==> src/rtl/hsp_pkg.sv <==
// ----------------------------------------------------------------------------
// hsp_pkg: shared definitions of the heat stencil pass
// Widths, register indexes, reciprocal constants and the queue entry type used
// by the front end, the queue and the back end.
// ----------------------------------------------------------------------------
package hsp_pkg;

  localparam int VALUE_BITS    = 32;
  localparam int MAX_WIDTH     = 4096;
  localparam int COL_BITS      = $clog2(MAX_WIDTH);
  localparam int WEFF_BITS     = $clog2(MAX_WIDTH + 1);
  localparam int ROW_BITS      = 16;
  localparam int WCFG_BITS     = 13;
  localparam int HCFG_BITS     = 16;

  localparam int CFG_IDX_BITS  = 2;
  localparam int CFG_DATA_BITS = 16;
  localparam logic [CFG_IDX_BITS-1:0] CFG_GRID_WIDTH  = CFG_IDX_BITS'(0);
  localparam logic [CFG_IDX_BITS-1:0] CFG_GRID_HEIGHT = CFG_IDX_BITS'(1);
  localparam logic [WCFG_BITS-1:0]    GRID_WIDTH_RST  = WCFG_BITS'(16);
  localparam logic [HCFG_BITS-1:0]    GRID_HEIGHT_RST = HCFG_BITS'(16);

  localparam int IN_TDATA_BITS  = 32;
  localparam int OUT_TDATA_BITS = 64;
  localparam int OUT_PAD_BITS   = OUT_TDATA_BITS - VALUE_BITS - ROW_BITS - COL_BITS;

  localparam int FIFO_DEPTH    = 4;
  localparam int FIFO_PTR_BITS = $clog2(FIFO_DEPTH);
  localparam int FIFO_CNT_BITS = $clog2(FIFO_DEPTH + 1);

  // Neighbourhood sums: three values per row, nine in total.
  localparam int PSUM_BITS = VALUE_BITS + 2;
  localparam int SUM_BITS  = VALUE_BITS + 4;

  // Division by nine as a multiplication by ceil(2^s / 9).  With s chosen so
  // that 2^s mod 9 is 8, the rounding error of the reciprocal is exactly one
  // and the quotient is exact for every sum below 2^s.
  localparam int          RECIP_SHIFT = SUM_BITS + ((9 - (SUM_BITS % 6)) % 6);
  localparam logic [63:0] RECIP       = ((64'd1 << RECIP_SHIFT) + 64'd1) / 64'd9;
  localparam int          RECIP_BITS  = RECIP_SHIFT - 3;
  localparam int          RLO_BITS    = RECIP_BITS / 2;
  localparam int          RHI_BITS    = RECIP_BITS - RLO_BITS;
  localparam logic [RLO_BITS-1:0] RECIP_LO = RLO_BITS'(RECIP);
  localparam logic [RHI_BITS-1:0] RECIP_HI = RHI_BITS'(RECIP >> RLO_BITS);
  localparam int          PA_BITS     = SUM_BITS + RLO_BITS;
  localparam int          PB_BITS     = SUM_BITS + RHI_BITS;
  localparam int          PROD_BITS   = SUM_BITS + RECIP_BITS;

  typedef logic [VALUE_BITS-1:0] hsp_value_t;

  typedef enum logic [1:0] {
    WIN_LOAD,
    WIN_SHIFT,
    WIN_CLEAR
  } hsp_win_e;

  typedef struct packed {
    logic top;
    logic bot;
    logic lft;
    logic rgt;
  } hsp_edges_t;

  typedef struct packed {
    logic [ROW_BITS-1:0] row;
    logic [COL_BITS-1:0] col;
    logic                last;
  } hsp_meta_t;

  typedef struct packed {
    logic       emit;
    hsp_win_e   win;
    hsp_edges_t edges;
    hsp_meta_t  meta;
    hsp_value_t above;
    hsp_value_t current;
    hsp_value_t fresh;
  } hsp_op_t;

  typedef struct packed {
    logic                     empty;
    logic [FIFO_CNT_BITS-1:0] count;
  } hsp_fifo_stat_t;

endpackage

==> src/rtl/hsp_fifo.sv <==
// ----------------------------------------------------------------------------
// hsp_fifo: short queue between front end and back end
// Holds classified operations with their line buffer data.
// ----------------------------------------------------------------------------
module hsp_fifo (
  input  logic                    clk_i,
  input  logic                    rst_ni,
  input  logic                    push_i,
  input  hsp_pkg::hsp_op_t        op_i,
  input  logic                    pop_i,
  output hsp_pkg::hsp_op_t        op_o,
  output hsp_pkg::hsp_fifo_stat_t stat_o
);
  import hsp_pkg::*;

  hsp_op_t                  mem_q [FIFO_DEPTH];
  logic [FIFO_PTR_BITS-1:0] wr_ptr_q, rd_ptr_q;
  logic [FIFO_CNT_BITS-1:0] count_q;

  always_ff @(posedge clk_i or negedge rst_ni) begin
    if (!rst_ni) begin
      wr_ptr_q <= '0;
      rd_ptr_q <= '0;
      count_q  <= '0;
    end else begin
      if (push_i) begin
        wr_ptr_q <= wr_ptr_q + FIFO_PTR_BITS'(1);
      end
      if (pop_i) begin
        rd_ptr_q <= rd_ptr_q + FIFO_PTR_BITS'(1);
      end
      if (push_i && !pop_i) begin
        count_q <= count_q + FIFO_CNT_BITS'(1);
      end else if (pop_i && !push_i) begin
        count_q <= count_q - FIFO_CNT_BITS'(1);
      end
    end
  end

  always_ff @(posedge clk_i) begin
    if (push_i) begin
      mem_q[wr_ptr_q] <= op_i;
    end
  end

  assign op_o         = mem_q[rd_ptr_q];
  assign stat_o.empty = (count_q == '0);
  assign stat_o.count = count_q;

endmodule

==> config.mk <==
export PLATFORM = sky130hd
export DESIGN_NAME = hsp_fifo
export DESIGN_NICKNAME = d
export VERILOG_FILES = /design/src/rtl/hsp_pkg.sv /design/src/rtl/hsp_fifo.sv
export SDC_FILE = /design/constraint.sdc
export NUM_CORES = 1
export LEC_CHECK = 0
export BUFFER_PORTS_ARGS = -buffer_cell sky130_fd_sc_hd__buf_2
export CORE_AREA = 5 5 214 216
export DETAILED_ROUTE_END_ITERATION = 8
export DIE_AREA = 0 0 219 221
export HOLD_SLACK_MARGIN = 0.03
export PLACE_DENSITY_LB_ADDON = 0.25
export SLEW_MARGIN = 20
export SYNTH_ARGS = -nofsm -noshare
export SYNTH_HDL_FRONTEND = slang
export SYNTH_SLANG_ARGS = --single-unit
==> constraint.sdc <==
create_clock -name clk_i -period 7.2 [get_ports clk_i]
set_clock_uncertainty 0.15 [all_clocks]
set_input_delay 0.72 -clock clk_i [delete_from_list [all_inputs] [get_ports clk_i]]
set_output_delay 0.72 -clock clk_i [all_outputs]
set_load 0.01 [all_outputs]
=== Yosys cells after proc, flatten, opt, wreduce, memory -nomap -nowiden ===
Memory sizes are Yosys's and may differ from the RTL's.
Index checks and enable logic that the tools add are counted.
W data, S select, Z words.

* Bits of input ports: 136
* Memory bits (writable): 528
* Logic and storage cells: 18
* Bits in registers: 7
* Output and inout port bits: 136
* Memories: 1

* $add $sub $neg: 4
* Muxes and demuxes: 4
* Reductions and logical operators: 6

{| class="wikitable"
|+ Memory list
! name !! words !! bits a word !! rd ports !! clocked after Yosys merged registers in !! write ports !! RTL line !! source
|-
| mem_q || 4 || 132 || 1 || 0 || 1 || hsp_fifo.sv:16 || <nowiki>hsp_op_t mem_q [FIFO_DEPTH];</nowiki>
|}

{| class="wikitable"
|+ Operators with widths
! operator !! count
|-
| $mux W3 || 2
|-
| $add A2 B1 Y2 const B || 2
|-
| $add A3 B1 Y3 const B || 1
|-
| $logic_not A3 Y1 || 1
|-
| $sub A3 B1 Y3 const B || 1
|-
| $logic_and A1 B1 Y1 || 2
|-
| $logic_not A1 Y1 || 2
|-
| $mux W1 || 2
|-
| $reduce_bool A2 Y1 || 1
|}

=== Longest topological paths before layout ===
* Depth after elaboration: 4
* Gate-level depth with buffers: 7
* Gate-level depth less buffers: 7

=== Worst setup path before layout ===
No wires, ideal clock.

* Kind: input-to-reg
* Start: in push_i
* End: mem mem_q[0][0] (netlist bit), enable pin
* Cell stages on the path: 1
* Setup slack: 2.802 ns
* Data arrival time: 3.742 ns
* Buffers on the path: 0
* Library setup time: 0.506 ns
* Required time: 6.544 ns
* Cells stage by stage: and2_1

* Longest elaborated chain between the ends: 2

{| class="wikitable"
|+ Ends and longest elaborated chain
! element !! RTL line !! source
|-
| start, declared || hsp_fifo.sv:8 || <nowiki>input logic push_i,</nowiki>
|-
| $mux W1 || hsp_fifo.sv:41 || <nowiki>if (push_i) begin</nowiki>
|-
| $mux W1 (not written as such) || hsp_fifo.sv:42 || <nowiki>mem_q[wr_ptr_q] <= op_i;</nowiki>
|-
| end, declared || hsp_fifo.sv:16 ||
|}

No other way between the ends.

==> results.md <==
- Status: finished, final reports clean
- First-pass GRT wire length: 56600 um
- Worst Max-Slew Pin Slew: 1040 ps
- Overflow after GRT: 0
- CP endpoint kind: primary output
- Critical Path AT: 3090 ps
- Final hold violations: 0
- Levels on crit path: 3
- Worst-path clk slew: 60 ps
- Max Fanout on Critical Path: 38
- Post-synthesis cell type count: 18
- Initial Utilization: 44.4%
- # resized after CTS: 0
- Slew headroom: 30.7%
- Setup CP Type: flop to primary output
- CP bufs+invs: 2
- DRC Markers: 0
- Power Dens Cells: 416 nW/um^2
- Hold_buf cts: 1
- Syn Area/Cell: 26.8 sq um
- Row Count: 77
- Register area share after synthesis: 82.6%
- Routed vias/inst: 5.12
- Final slew viol count: 0
- Pin count of the biggest net entering global routing: 99
- I/O Buffers: 271
- Sequential share of power: 44.8%
- Hold WC Path Type: primary input to flop
- Yosys warns: 0
- Top post-synthesis cells by count: edfxtp_1, mux4_2, buf_2
- Clock power share: 28.8%
- Die width: 219 um
- R2R depth: 4
- Combinational share of power: 26.4%
- Total power: 9.66 mW
- Nets: 1173
- WHS Path Cells: 1
- Leak: 7.90 nW
- Net switching share of the total power: 28.3%
- Ratio of cells with drive above 1 in the final layout: 46.2%
- Die height: 221 um
- CTS tree: done
- Num ports: 272
- 1st-iter DRT viols: 457
- Setup_tns: 0 ps
- CTS H-tree depth: 2
- Num CTS Buffers: 54
- Synth Instances: 723
- Synthesized area: 19400 sq um
- Most common cell in the synthesized netlist: edfxtp_1
- Crit-path leading delay family: flip-flops
- WP data required: 6330 ps
- VDD IR-drop max: 382 uV
- Hold_sp: op_i[25]
- Top FF cell, synth: edfxtp_1
- CTS max path bufs: 3
- Postcts setup bufs: 0
- Share of the synthesized area in the top cell type: 81.7%
- FFs w/ async S/R, synth: 1.31%
- Number of max-cap violations: 0
- Via count: 8563
- Worst path cell trace: buf_4 > mux4_2 > buf_2
- Yosys reg bits: 535
- Later-pin clock latency in the skew report: 590 ps
- Core area: 43700 sq um
- Post-synth top area cell: edfxtp_1
- Gpl congestion: 0.703
- Post-Synthesis Net Count: 865
- CP Launch Type: flop
- Slowest-stage cell, CP: dfrtp_4
- Dpl hpwl: 21900 um
- Detail Route Antenna Nets: 0
- Post-route clock period utilization: 55.0%
- Max Fclk: 253 MHz
- Final setup violation count: 0
- Area Overhead vs Synth: 19.8%
- Number of flops mapped to enable cells by yosys: 528
- FF-to-FF Start: wr_ptr_q[0]
- Final Critical Period: 3960 ps
- Clock root cell: clkbuf_16
- DIE AREA: 48400 sq um
- GRT Resource Usage Total: 15.3%
- FILL cells: 3449
- Slowest stage delay, CP: 920 ps
- Clk sinks: 535
- DR WL/cell: 22.2 um
- Internal power: 6.93 mW
- Sw power: 2.73 mW
- Initial antenna violation count: 12
- DR pass1 iterations: 4
- DRT Wirelength: 37100 um
- CP Launch Point: rd_ptr_q[0]
- Dominant cells by area after synthesis: edfxtp_1, mux4_2, dfrtp_1
- RSZ-0062 raised after global routing: no
- Vias in the first global route: 9183
## kinds of logic after synthesis
kind of cell	share of synthesized area (%)
flip-flops	82.6
adder cells (fa/ha/maj)	0.426
AO/OA/AOI/OAI	0.0258
multiplexers	15.4
AND/OR/NAND/NOR	0.213
buffers and inverters	1.09
XOR/XNOR	0.271
## power groups by stage
stage          clock network (mW)  logic [mW]  registers (mW)
6_report                     2.78        2.55            4.33
5_1_grt                      3.01        2.75            4.39
4_1_cts                      2.86        2.64            4.35
3_5_place_dp                    0        2.63            4.41
3_3_place_gp                    0        2.64            4.39
2_1_floorplan                   0        1.77            4.30
## worst reg2reg max path: stages, from the launching register on
cell	delay, ps
dfrtp_1	430
inv_1	100
ha_1	140
and2_4	500
buf_4	810
## through the flow
step	utilization (%)	std cells	hold slack, ps	cell area (sq um)	worst slack, ps
after CTS	53.1	1668	143	23200	3090
after detailed placement	49.0	1566	342	21400	3740
final	53.1	1671	192	23200	3240
after floorplan	-	723	274	19400	2800
after global placement	49.0	1566	338	21400	3760
after global routing	53.1	1669	157	23200	2960
## cells in the final DEF, fill, tap and decap left out, types with 3 or more instances in the layout
cell type / netlist / layout
buf_2: 16 / 271
inv_1: 4 / 4
ha_1: 5 / 5
diode_2: 0 / 3
dfrtp_1: 7 / 5
and2_4: 0 / 4
clkinv_1: 0 / 8
clkinv_2: 0 / 11
mux4_2: 132 / 132
buf_12: 0 / 3
buf_4: 1 / 7
bufinv_16: 0 / 7
edfxtp_1: 528 / 528
clkbuf_16: 0 / 55
xor2_1: 4 / 4
clkbuf_1: 5 / 16
## worst paths after layout
path / to / slack, ps
min reg2reg: count_q[2] / 350
min in group asynchronous: count_q[2] / 360
max reg2reg: mem_q[2][68] / 4620
max in group asynchronous: rd_ptr_q[0] / 6350
max: op_o[80] / 3240
min: mem_q[1][25] / 190
## metal layers
layer / vias up / global-route usage (%) / wire length, um
met1: 4492 / 20.1 / 15300
met4: 20 / 4.44 / 697
met2: 214 / 24.2 / 18100
met3: 72 / 5.56 / 2850
li1: 3765 / - / -
met5: - / 0 / 124
## flip-flops by register name, indices dropped and copies added (netlist names)
register / count
count_q: 3
mem_q: 528
rd_ptr_q: 2
wr_ptr_q: 2
## final cells by class
| cell class | instances | area (sq um) | share of cell area [%] |
|---|---|---|---|
| Sequential cell | 535 | 16000 | 69.0 |
| Multi-Input combinational cell | 154 | 3180 | 13.7 |
| Timing Repair Buffer | 282 | 1480 | 6.36 |
| Clock buffer | 72 | 1450 | 6.24 |
| Tap cell | 592 | 741 | 3.19 |
| Clock inverter | 29 | 339 | 1.46 |
| Inverter | 4 | 15.0 | 0.0646 |
| Antenna cell | 3 | 7.51 | 0.0323 |
Note: power is estimated with default switching activity, not from simulation.
