[src/rtl/hsp_pkg.sv]
// ----------------------------------------------------------------------------
// hsp_pkg: shared definitions of the heat stencil pass
// Widths, register indexes, reciprocal constants and the queue entry type used
// by the front end, the queue and the back end.
// ----------------------------------------------------------------------------
package hsp_pkg;

  localparam int VALUE_BITS    = 32;
  localparam int MAX_WIDTH     = 4096;
  localparam int COL_BITS      = $clog2(MAX_WIDTH);
  localparam int WEFF_BITS     = $clog2(MAX_WIDTH + 1);
  localparam int ROW_BITS      = 16;
  localparam int WCFG_BITS     = 13;
  localparam int HCFG_BITS     = 16;

  localparam int CFG_IDX_BITS  = 2;
  localparam int CFG_DATA_BITS = 16;
  localparam logic [CFG_IDX_BITS-1:0] CFG_GRID_WIDTH  = CFG_IDX_BITS'(0);
  localparam logic [CFG_IDX_BITS-1:0] CFG_GRID_HEIGHT = CFG_IDX_BITS'(1);
  localparam logic [WCFG_BITS-1:0]    GRID_WIDTH_RST  = WCFG_BITS'(16);
  localparam logic [HCFG_BITS-1:0]    GRID_HEIGHT_RST = HCFG_BITS'(16);

  localparam int IN_TDATA_BITS  = 32;
  localparam int OUT_TDATA_BITS = 64;
  localparam int OUT_PAD_BITS   = OUT_TDATA_BITS - VALUE_BITS - ROW_BITS - COL_BITS;

  localparam int FIFO_DEPTH    = 4;
  localparam int FIFO_PTR_BITS = $clog2(FIFO_DEPTH);
  localparam int FIFO_CNT_BITS = $clog2(FIFO_DEPTH + 1);

  // Neighbourhood sums: three values per row, nine in total.
  localparam int PSUM_BITS = VALUE_BITS + 2;
  localparam int SUM_BITS  = VALUE_BITS + 4;

  // Division by nine as a multiplication by ceil(2^s / 9).  With s chosen so
  // that 2^s mod 9 is 8, the rounding error of the reciprocal is exactly one
  // and the quotient is exact for every sum below 2^s.
  localparam int          RECIP_SHIFT = SUM_BITS + ((9 - (SUM_BITS % 6)) % 6);
  localparam logic [63:0] RECIP       = ((64'd1 << RECIP_SHIFT) + 64'd1) / 64'd9;
  localparam int          RECIP_BITS  = RECIP_SHIFT - 3;
  localparam int          RLO_BITS    = RECIP_BITS / 2;
  localparam int          RHI_BITS    = RECIP_BITS - RLO_BITS;
  localparam logic [RLO_BITS-1:0] RECIP_LO = RLO_BITS'(RECIP);
  localparam logic [RHI_BITS-1:0] RECIP_HI = RHI_BITS'(RECIP >> RLO_BITS);
  localparam int          PA_BITS     = SUM_BITS + RLO_BITS;
  localparam int          PB_BITS     = SUM_BITS + RHI_BITS;
  localparam int          PROD_BITS   = SUM_BITS + RECIP_BITS;

  typedef logic [VALUE_BITS-1:0] hsp_value_t;

  typedef enum logic [1:0] {
    WIN_LOAD,
    WIN_SHIFT,
    WIN_CLEAR
  } hsp_win_e;

  typedef struct packed {
    logic top;
    logic bot;
    logic lft;
    logic rgt;
  } hsp_edges_t;

  typedef struct packed {
    logic [ROW_BITS-1:0] row;
    logic [COL_BITS-1:0] col;
    logic                last;
  } hsp_meta_t;

  typedef struct packed {
    logic       emit;
    hsp_win_e   win;
    hsp_edges_t edges;
    hsp_meta_t  meta;
    hsp_value_t above;
    hsp_value_t current;
    hsp_value_t fresh;
  } hsp_op_t;

  typedef struct packed {
    logic                     empty;
    logic [FIFO_CNT_BITS-1:0] count;
  } hsp_fifo_stat_t;

endpackage

[src/rtl/hsp_back.sv]
// ----------------------------------------------------------------------------
// hsp_back: sliding window, neighbourhood sum and division by nine
// Pops operations from the queue, keeps the 2x3 window, and runs the sum and
// reciprocal multiplication through a stall-together pipeline into the output
// register.
// ----------------------------------------------------------------------------
module hsp_back (
  input  logic                                 clk_i,
  input  logic                                 rst_ni,
  input  logic                                 frame_clear_i,
  input  hsp_pkg::hsp_op_t                     head_i,
  input  hsp_pkg::hsp_fifo_stat_t              stat_i,
  output logic                                 pop_o,
  output logic                                 m_axis_tvalid,
  input  logic                                 m_axis_tready,
  output logic [hsp_pkg::OUT_TDATA_BITS-1:0]   m_axis_tdata,
  output logic                                 m_axis_tlast
);
  import hsp_pkg::*;

  hsp_value_t           win_q [2][3];
  hsp_value_t           colv [3];
  logic                 rowv [3];
  hsp_value_t           ctr;
  logic [PSUM_BITS-1:0] psum_d [3];

  logic                 b1_valid_q, b2_valid_q, d1_valid_q, d2_valid_q, out_valid_q;
  logic [PSUM_BITS-1:0] b1_psum_q [3];
  logic [SUM_BITS-1:0]  b2_sum_q, d1_sum_q;
  logic [PA_BITS-1:0]   d1_pa_q, d2_pa_q;
  logic [PB_BITS-1:0]   d2_pb_q;
  hsp_meta_t            b1_meta_q, b2_meta_q, d1_meta_q, d2_meta_q, out_meta_q;
  hsp_value_t           out_value_q;
  logic [PROD_BITS-1:0] prod;
  logic                 adv;

  assign adv   = !out_valid_q || m_axis_tready;
  assign pop_o = adv && !stat_i.empty;

  always_comb begin
    colv[0] = head_i.above;
    colv[1] = head_i.current;
    colv[2] = head_i.fresh;
    rowv[0] = head_i.edges.top;
    rowv[1] = 1'b1;
    rowv[2] = head_i.edges.bot;
    ctr     = win_q[1][1];
    // Neighbours outside the grid are replaced by the centre cell.
    for (int k = 0; k < 3; k++) begin
      psum_d[k] = PSUM_BITS'((rowv[k] && head_i.edges.lft) ? win_q[0][k] : ctr)
                + PSUM_BITS'(rowv[k] ? win_q[1][k] : ctr)
                + PSUM_BITS'((rowv[k] && head_i.edges.rgt) ? colv[k] : ctr);
    end
  end

  always_ff @(posedge clk_i or negedge rst_ni) begin
    if (!rst_ni) begin
      for (int s = 0; s < 2; s++) begin
        for (int k = 0; k < 3; k++) begin
          win_q[s][k] <= '0;
        end
      end
    end else if (frame_clear_i) begin
      for (int s = 0; s < 2; s++) begin
        for (int k = 0; k < 3; k++) begin
          win_q[s][k] <= '0;
        end
      end
    end else if (pop_o) begin
      case (head_i.win)
        WIN_LOAD: begin
          for (int k = 0; k < 3; k++) begin
            win_q[0][k] <= colv[k];
            win_q[1][k] <= colv[k];
          end
        end
        WIN_SHIFT: begin
          for (int k = 0; k < 3; k++) begin
            win_q[0][k] <= win_q[1][k];
            win_q[1][k] <= colv[k];
          end
        end
        WIN_CLEAR: begin
          for (int s = 0; s < 2; s++) begin
            for (int k = 0; k < 3; k++) begin
              win_q[s][k] <= '0;
            end
          end
        end
        default: begin
        end
      endcase
    end
  end

  always_ff @(posedge clk_i or negedge rst_ni) begin
    if (!rst_ni) begin
      b1_valid_q  <= 1'b0;
      b2_valid_q  <= 1'b0;
      d1_valid_q  <= 1'b0;
      d2_valid_q  <= 1'b0;
      out_valid_q <= 1'b0;
    end else if (adv) begin
      b1_valid_q  <= pop_o && head_i.emit;
      b2_valid_q  <= b1_valid_q;
      d1_valid_q  <= b2_valid_q;
      d2_valid_q  <= d1_valid_q;
      out_valid_q <= d2_valid_q;
    end
  end

  assign prod = (PROD_BITS'(d2_pb_q) << RLO_BITS) + PROD_BITS'(d2_pa_q);

  always_ff @(posedge clk_i) begin
    if (adv) begin
      for (int k = 0; k < 3; k++) begin
        b1_psum_q[k] <= psum_d[k];
      end
      b1_meta_q   <= head_i.meta;
      b2_sum_q    <= SUM_BITS'(b1_psum_q[0]) + SUM_BITS'(b1_psum_q[1])
                   + SUM_BITS'(b1_psum_q[2]);
      b2_meta_q   <= b1_meta_q;
      d1_sum_q    <= b2_sum_q;
      d1_pa_q     <= PA_BITS'(b2_sum_q) * PA_BITS'(RECIP_LO);
      d1_meta_q   <= b2_meta_q;
      d2_pa_q     <= d1_pa_q;
      d2_pb_q     <= PB_BITS'(d1_sum_q) * PB_BITS'(RECIP_HI);
      d2_meta_q   <= d1_meta_q;
      out_value_q <= prod[RECIP_SHIFT +: VALUE_BITS];
      out_meta_q  <= d2_meta_q;
    end
  end

  assign m_axis_tvalid = out_valid_q;
  assign m_axis_tdata  = {{OUT_PAD_BITS{1'b0}}, out_meta_q.col, out_meta_q.row, out_value_q};
  assign m_axis_tlast  = out_meta_q.last;

endmodule

[config.mk]
export PLATFORM = sky130hd
export DESIGN_NAME = hsp_back
export DESIGN_NICKNAME = d
export VERILOG_FILES = /design/src/rtl/hsp_pkg.sv /design/src/rtl/hsp_back.sv
export SDC_FILE = /design/constraint.sdc
export NUM_CORES = 2
export LEC_CHECK = 0
export ABC_AREA = 1
export BUFFER_PORTS_ARGS = -buffer_cell sky130_fd_sc_hd__buf_2
export CAP_MARGIN = 40
export CORE_MARGIN = 2
export CORE_UTILIZATION = 60
export CTS_CLUSTER_SIZE = 20
export DETAILED_ROUTE_END_ITERATION = 16
export PLACE_DENSITY_LB_ADDON = 0.1
export REMOVE_ABC_BUFFERS = 1
export SLEW_MARGIN = 40
export SYNTH_ARGS = -nofsm -noshare
export SYNTH_HDL_FRONTEND = slang
export SYNTH_SLANG_ARGS = --single-unit
[constraint.sdc]
create_clock -name clk_i -period 11.9 [get_ports clk_i]
set_clock_uncertainty 0.2 [all_clocks]
set_input_delay 1.19 -clock clk_i [delete_from_list [all_inputs] [get_ports clk_i]]
set_output_delay 1.19 -clock clk_i [all_outputs]
set_load 0.02 [all_outputs]
# Yosys cells after proc, flatten, opt, wreduce, memory -nomap -nowiden
# Memory sizes are Yosys's and may differ from the RTL's.
# Cells that the tools add are included.
[classes]
mux = 13
bitwise = 0
n_shift = 0
n_lt_le_gt_ge = 0
n_addsub = 9
n_mul = 2
n_div = 0
n_reduce_logical = 13
eq_ne = 2
[op_table]
columns = ["cell", "count"]
rows = [
  ["192-bit one-hot mux with 3 select lines", 1],
  ["192-bit 2-to-1 mux", 2],
  ["32-bit 2-to-1 mux", 8],
  ["33-bit by 32-bit adder with 34-bit output", 3],
  ["32-bit by 32-bit adder with 33-bit output", 3],
  ["71-bit by 54-bit adder with 71-bit output", 1],
  ["36-bit by 18-bit multiplier with 54-bit output (second input constant)", 1],
  ["36-bit by 15-bit multiplier with 50-bit output (second input constant)", 1],
  ["35-bit by 34-bit adder with 36-bit output", 1],
  ["34-bit by 34-bit adder with 35-bit output", 1],
  ["1-bit logical AND", 6],
  ["4-bit nonzero test", 1],
  ["2-bit by 1-bit equality test with 1-bit output (second input constant)", 1],
  ["2-bit equality test (second input constant)", 1],
  ["1-bit zero test", 2],
  ["2-bit zero test", 1],
  ["1-bit 2-to-1 mux", 2],
  ["2-bit AND reduction", 1],
  ["2-bit nonzero test", 1],
  ["1-bit logical OR", 1],
]
[totals]
romBits = 0
wordCells = 72
latch_bits = 0
input_bits = 140
mem_count = 1
out_inout_bits = 67
ramBits = 102
ff_bits = 604
[mem_list]
columns = ["memory", "words", "width", "read_ports", "rd_ports_with_merged_regs", "write_ports", "line", "text"]
rows = [
  ["b1_psum_q", 3, 34, 3, 0, 3, "hsp_back.sv:28", "logic [PSUM_BITS-1:0] b1_psum_q [3];"],
]

# Longest topological paths before layout
[logic_depth]
ltp_word = 5
ltp_mapped = 25
mapped_depth_nobuf = 25

# Least setup slack after synthesis
# OpenSTA, ideal clock, no wires.
[synth_timing]
path_kind = "input-to-reg"
from = "input port m_axis_tready"
to = "register d2_valid_q"
path_slack_ps = 548
required_time_ps = 11144
n_path_buf = 0
t_arrival_ps = 10596
setup_ps = 556
stages = 3
path_cell_list = "nor2_4 > inv_1 > o21ai_0"
[synth_between]
elab_chain_cells = 1
[synth_rtl]
columns = ["item", "line", "text"]
rows = [
  ["from (decl)", "hsp_back.sv:15", "input logic m_axis_tready,"],
  ["1-bit logical OR", "hsp_back.sv:37", "assign adv = !out_valid_q || m_axis_tready;"],
  ["to (signal assigned)", "hsp_back.sv:107", "d2_valid_q <= d1_valid_q;"],
  ["to (decl)", "hsp_back.sv:27", "logic b1_valid_q, b2_valid_q, d1_valid_q, d2_valid_q, out_valid_q;"],
]
# No other way between the ends.
# A chain may end at the register's enable or synchronous reset.

# Worst setup path after layout
[layout_timing]
from = "register b2_sum_q[32]"
to = "register d1_pa_q[46] (data pin)"
[layout_between]
elab_chain_cells = 1
[layout_rtl]
columns = ["item", "line", "text"]
rows = [
  ["from (decl)", "hsp_back.sv:29", "logic [SUM_BITS-1:0] b2_sum_q, d1_sum_q;"],
  ["from (signal assigned)", "hsp_back.sv:120", "b2_sum_q <= SUM_BITS'(b1_psum_q[0]) + SUM_BITS'(b1_psum_q[1])"],
  ["36-bit by 18-bit multiplier with 54-bit output", "hsp_back.sv:124", "d1_pa_q <= PA_BITS'(b2_sum_q) * PA_BITS'(RECIP_LO);"],
  ["to (signal assigned)", "hsp_back.sv:124", ""],
  ["to (decl)", "hsp_back.sv:30", "logic [PA_BITS-1:0] d1_pa_q, d2_pa_q;"],
]
# No other way between the ends.

==> flow_summary.ini <==
[outcome]
status = complete, no violations

[route]
dr.pass1.iters = 6
route.detailed.drc = 0
vias_per_cell = 5.59
via_count = 46000
first_iter_violations = 3399
wire_per_inst_um = 19.9
drt-total-wl_um = 163000
ant_nets = 0

[synthesis]
syn_inst = 6724
yosys_warnings = 0
netlist.area_leader.share_pct = 24.3
synth_top_area_cell = edfxtp_1
syn_area_um2 = 57700
synth_edf_count = 467
ys_types = 52
synth_flop_cell = edfxtp_1
ys_ff_latch = 664
ys_top_cells_by_area = edfxtp_1, fa_1, ha_1
ys_async_sr_fraction_pct = 29.7
synth.avg_cell_area_um2 = 8.59
ys_seq_area_share_pct = 32.8

[critical_path]
start_kind = flop
r2r_cells = 20
worstSetupPathType = reg2reg
worst_ep_arrival_time_ns = 6.16
cp_max_fo = 5
critPathRequiredTime_ns = 12.09
crit_path_end_kind = flop

[sta]
finalSetupTns_ns = 0
max_freq_mhz = 168
finalHoldViolCount = 0
rsz0062_at_grt = false
timing.final.ws_setup_ns = 5.93
slew-limit-headroom_pct = 40.9
fin_crit_ns = 5.97
drv_slew = 0
finalSetupViolations = 0
tightestPinTransition_ns = 0.886
min_period_over_period_pct = 50.1

[hold_path]
holdPathStages = 0
hold_class = reg2reg

[finish]
diodes = 0
final_nets = 8048
area.growth.synth_to_final_pct = 8.41
final_common_cell = nand2_1
final_layout_size_suffix_gt1_share_pct = 6.22
final_cell_mix = nand2_1, inv_1, ha_1, nor2_1, fa_1

[die]
start_util_pct = 60.7
die_h_um = 314
core_um2 = 95200
fp.dieArea_um2 = 98700
num_io_pins = 207
rows = 113
die_x_um = 314

[run]
cap_violations = 0

[clock_network]
cts_tree = yes
root_buffer = clkbuf_16
clock_latency_ns = 0.68
cts_buffers = 74
post_cts_resized = 0
htreeDepth = 3
clock_sinks = 664
hold_buffers = 0
cts_max_path_buffers = 3
clk_pin_slew_worst_paths_ns = 0.06
cts_setup_buffers = 0

[global_routing]
antenna_found_initial = 0
grt-ovfl-total = 0
track_usage_pct = 33.5
grt_max_degree = 120
first_global_vias = 46800
grt_pass1_wl_um = 255000

[place]
hpwl_um = 132000
place_worst_setup_slack_ns = 5.88
numPortBuffers = 199
place_congestion = 0.986
==> critical path: stages, from the launching register on <==
cell	delay [ns]
edfxtp_1	0.77
fa_1	0.55
ha_1	0.37
fa_1	0.55
inv_1	0.05
fa_1	0.47
inv_1	0.05
fa_1	0.48
inv_1	0.05
fa_1	0.53
inv_1	0.06
ha_1	0.38
nand2_1	0.13
nor2_1	0.11
inv_1	0.06
nor3_1	0.27
nand2_1	0.14
nor3_2	0.12
nand2_1	0.11
nand4_1	0.12
nand2_1	0.11
==> state kept, by name, indices dropped and copies added, names as in the netlist <==
register / cells
d1_sum_q: 36
ctr: 32
d1_valid_q: 1
b1_psum_q: 102
m_axis_tlast: 1
d2_meta_q: 29
out_value_q: 32
b2_valid_q: 1
d2_pb_q: 49
b2_meta_q: 29
win_q: 160
m_axis_tdata: 28
b1_meta_q: 29
d2_pa_q: 34
d1_meta_q: 29
m_axis_tvalid: 1
d1_pa_q: 33
b2_sum_q: 36
d2_valid_q: 1
b1_valid_q: 1
==> routing by layer <==
layer / part of all wire, % / track usage [%] / wire length (µm)
met1: 39 / 41.0 / 64500
met2: 50 / 59.8 / 82400
met3: 5.2 / 3.81 / 8520
met4: 4.9 / 14.8 / 7980
met5: 0 / 0 / 0
==> per-stage QoR <==
stage / cell area [µm²] / hold WS (ns) / instances / util [%]
finish: 62600 / 0.204 / 8227 / 65.8
global route: 62600 / 0.207 / 8227 / 65.8
CTS: 62600 / 0.202 / 8226 / 65.8
detailed placement: 60100 / 0.205 / 8092 / 63.2
global placement: 60000 / 0.200 / 8090 / 63.1
floorplan: 57200 / 0.200 / 6600 / -
==> path summary, 6_finish.rpt <==
| check | slack, ns | endpoint | from |
|---|---|---|---|
| min reg2reg | 0.20 | m_axis_tdata[33] | d2_meta_q[14] |
| min | 0.20 | m_axis_tdata[33] | d2_meta_q[14] |
| max reg2reg | 5.93 | d1_pa_q[46] | b2_sum_q[32] |
| max in group asynchronous | 9.40 | win_q[163] | rst_ni |
| max | 5.93 | d1_pa_q[46] | b2_sum_q[32] |
| min in group asynchronous | 0.32 | win_q[153] | rst_ni |
==> layout make-up <==
class,instances,area [µm²]
Fill cell,8137,32600
Inverter,1294,4860
Clock buffer,93,2030
Multi-Input combinational cell,4642,33400
Tap cell,1265,1580
Clock inverter,41,428
Timing Repair Buffer,228,1300
Sequential cell,664,19000
==> cells by family (layout without fill, tap and decap cells) <==
family	after synthesis	in the layout	synth area share, %
AO/OA/AOI/OAI	1152	1152	10.9
AND/OR/NAND/NOR	2331	2331	16.7
XOR/XNOR	151	151	2.29
adder cells (fa/ha/maj)	1004	1004	28.0
buffers and inverters	1421	1656	9.36
other	1	4	0.00649
flip-flops	664	664	32.8
==> synth_stat cells, types with 2 or more instances <==
master / instances
nand2_1: 1333
inv_1: 1289
ha_1: 526
nor2_1: 517
fa_1: 478
o21ai_0: 469
edfxtp_1: 467
a21oi_1: 408
nand3_1: 291
dfrtp_1: 197
o22ai_1: 119
xor2_1: 101
clkbuf_1: 76
nand4_1: 63
xnor2_1: 50
nor3_1: 47
buf_2: 40
o21bai_1: 30
o21ai_1: 29
nand2_2: 27
a21o_1: 23
o21a_1: 23
nor2_2: 17
a21boi_0: 15
o2111ai_1: 10
nor4_1: 8
buf_1: 6
o21ai_2: 6
a21oi_2: 5
a31oi_1: 5
buf_4: 5
inv_2: 5
nand3b_1: 5
nor3_2: 5
nor4_2: 5
nand3_2: 4
o211ai_1: 3
a21boi_1: 2
nor2_4: 2
Power is not shown: default switching activity piles up to over one toggle a cycle in this logic, so the estimate is an artifact.
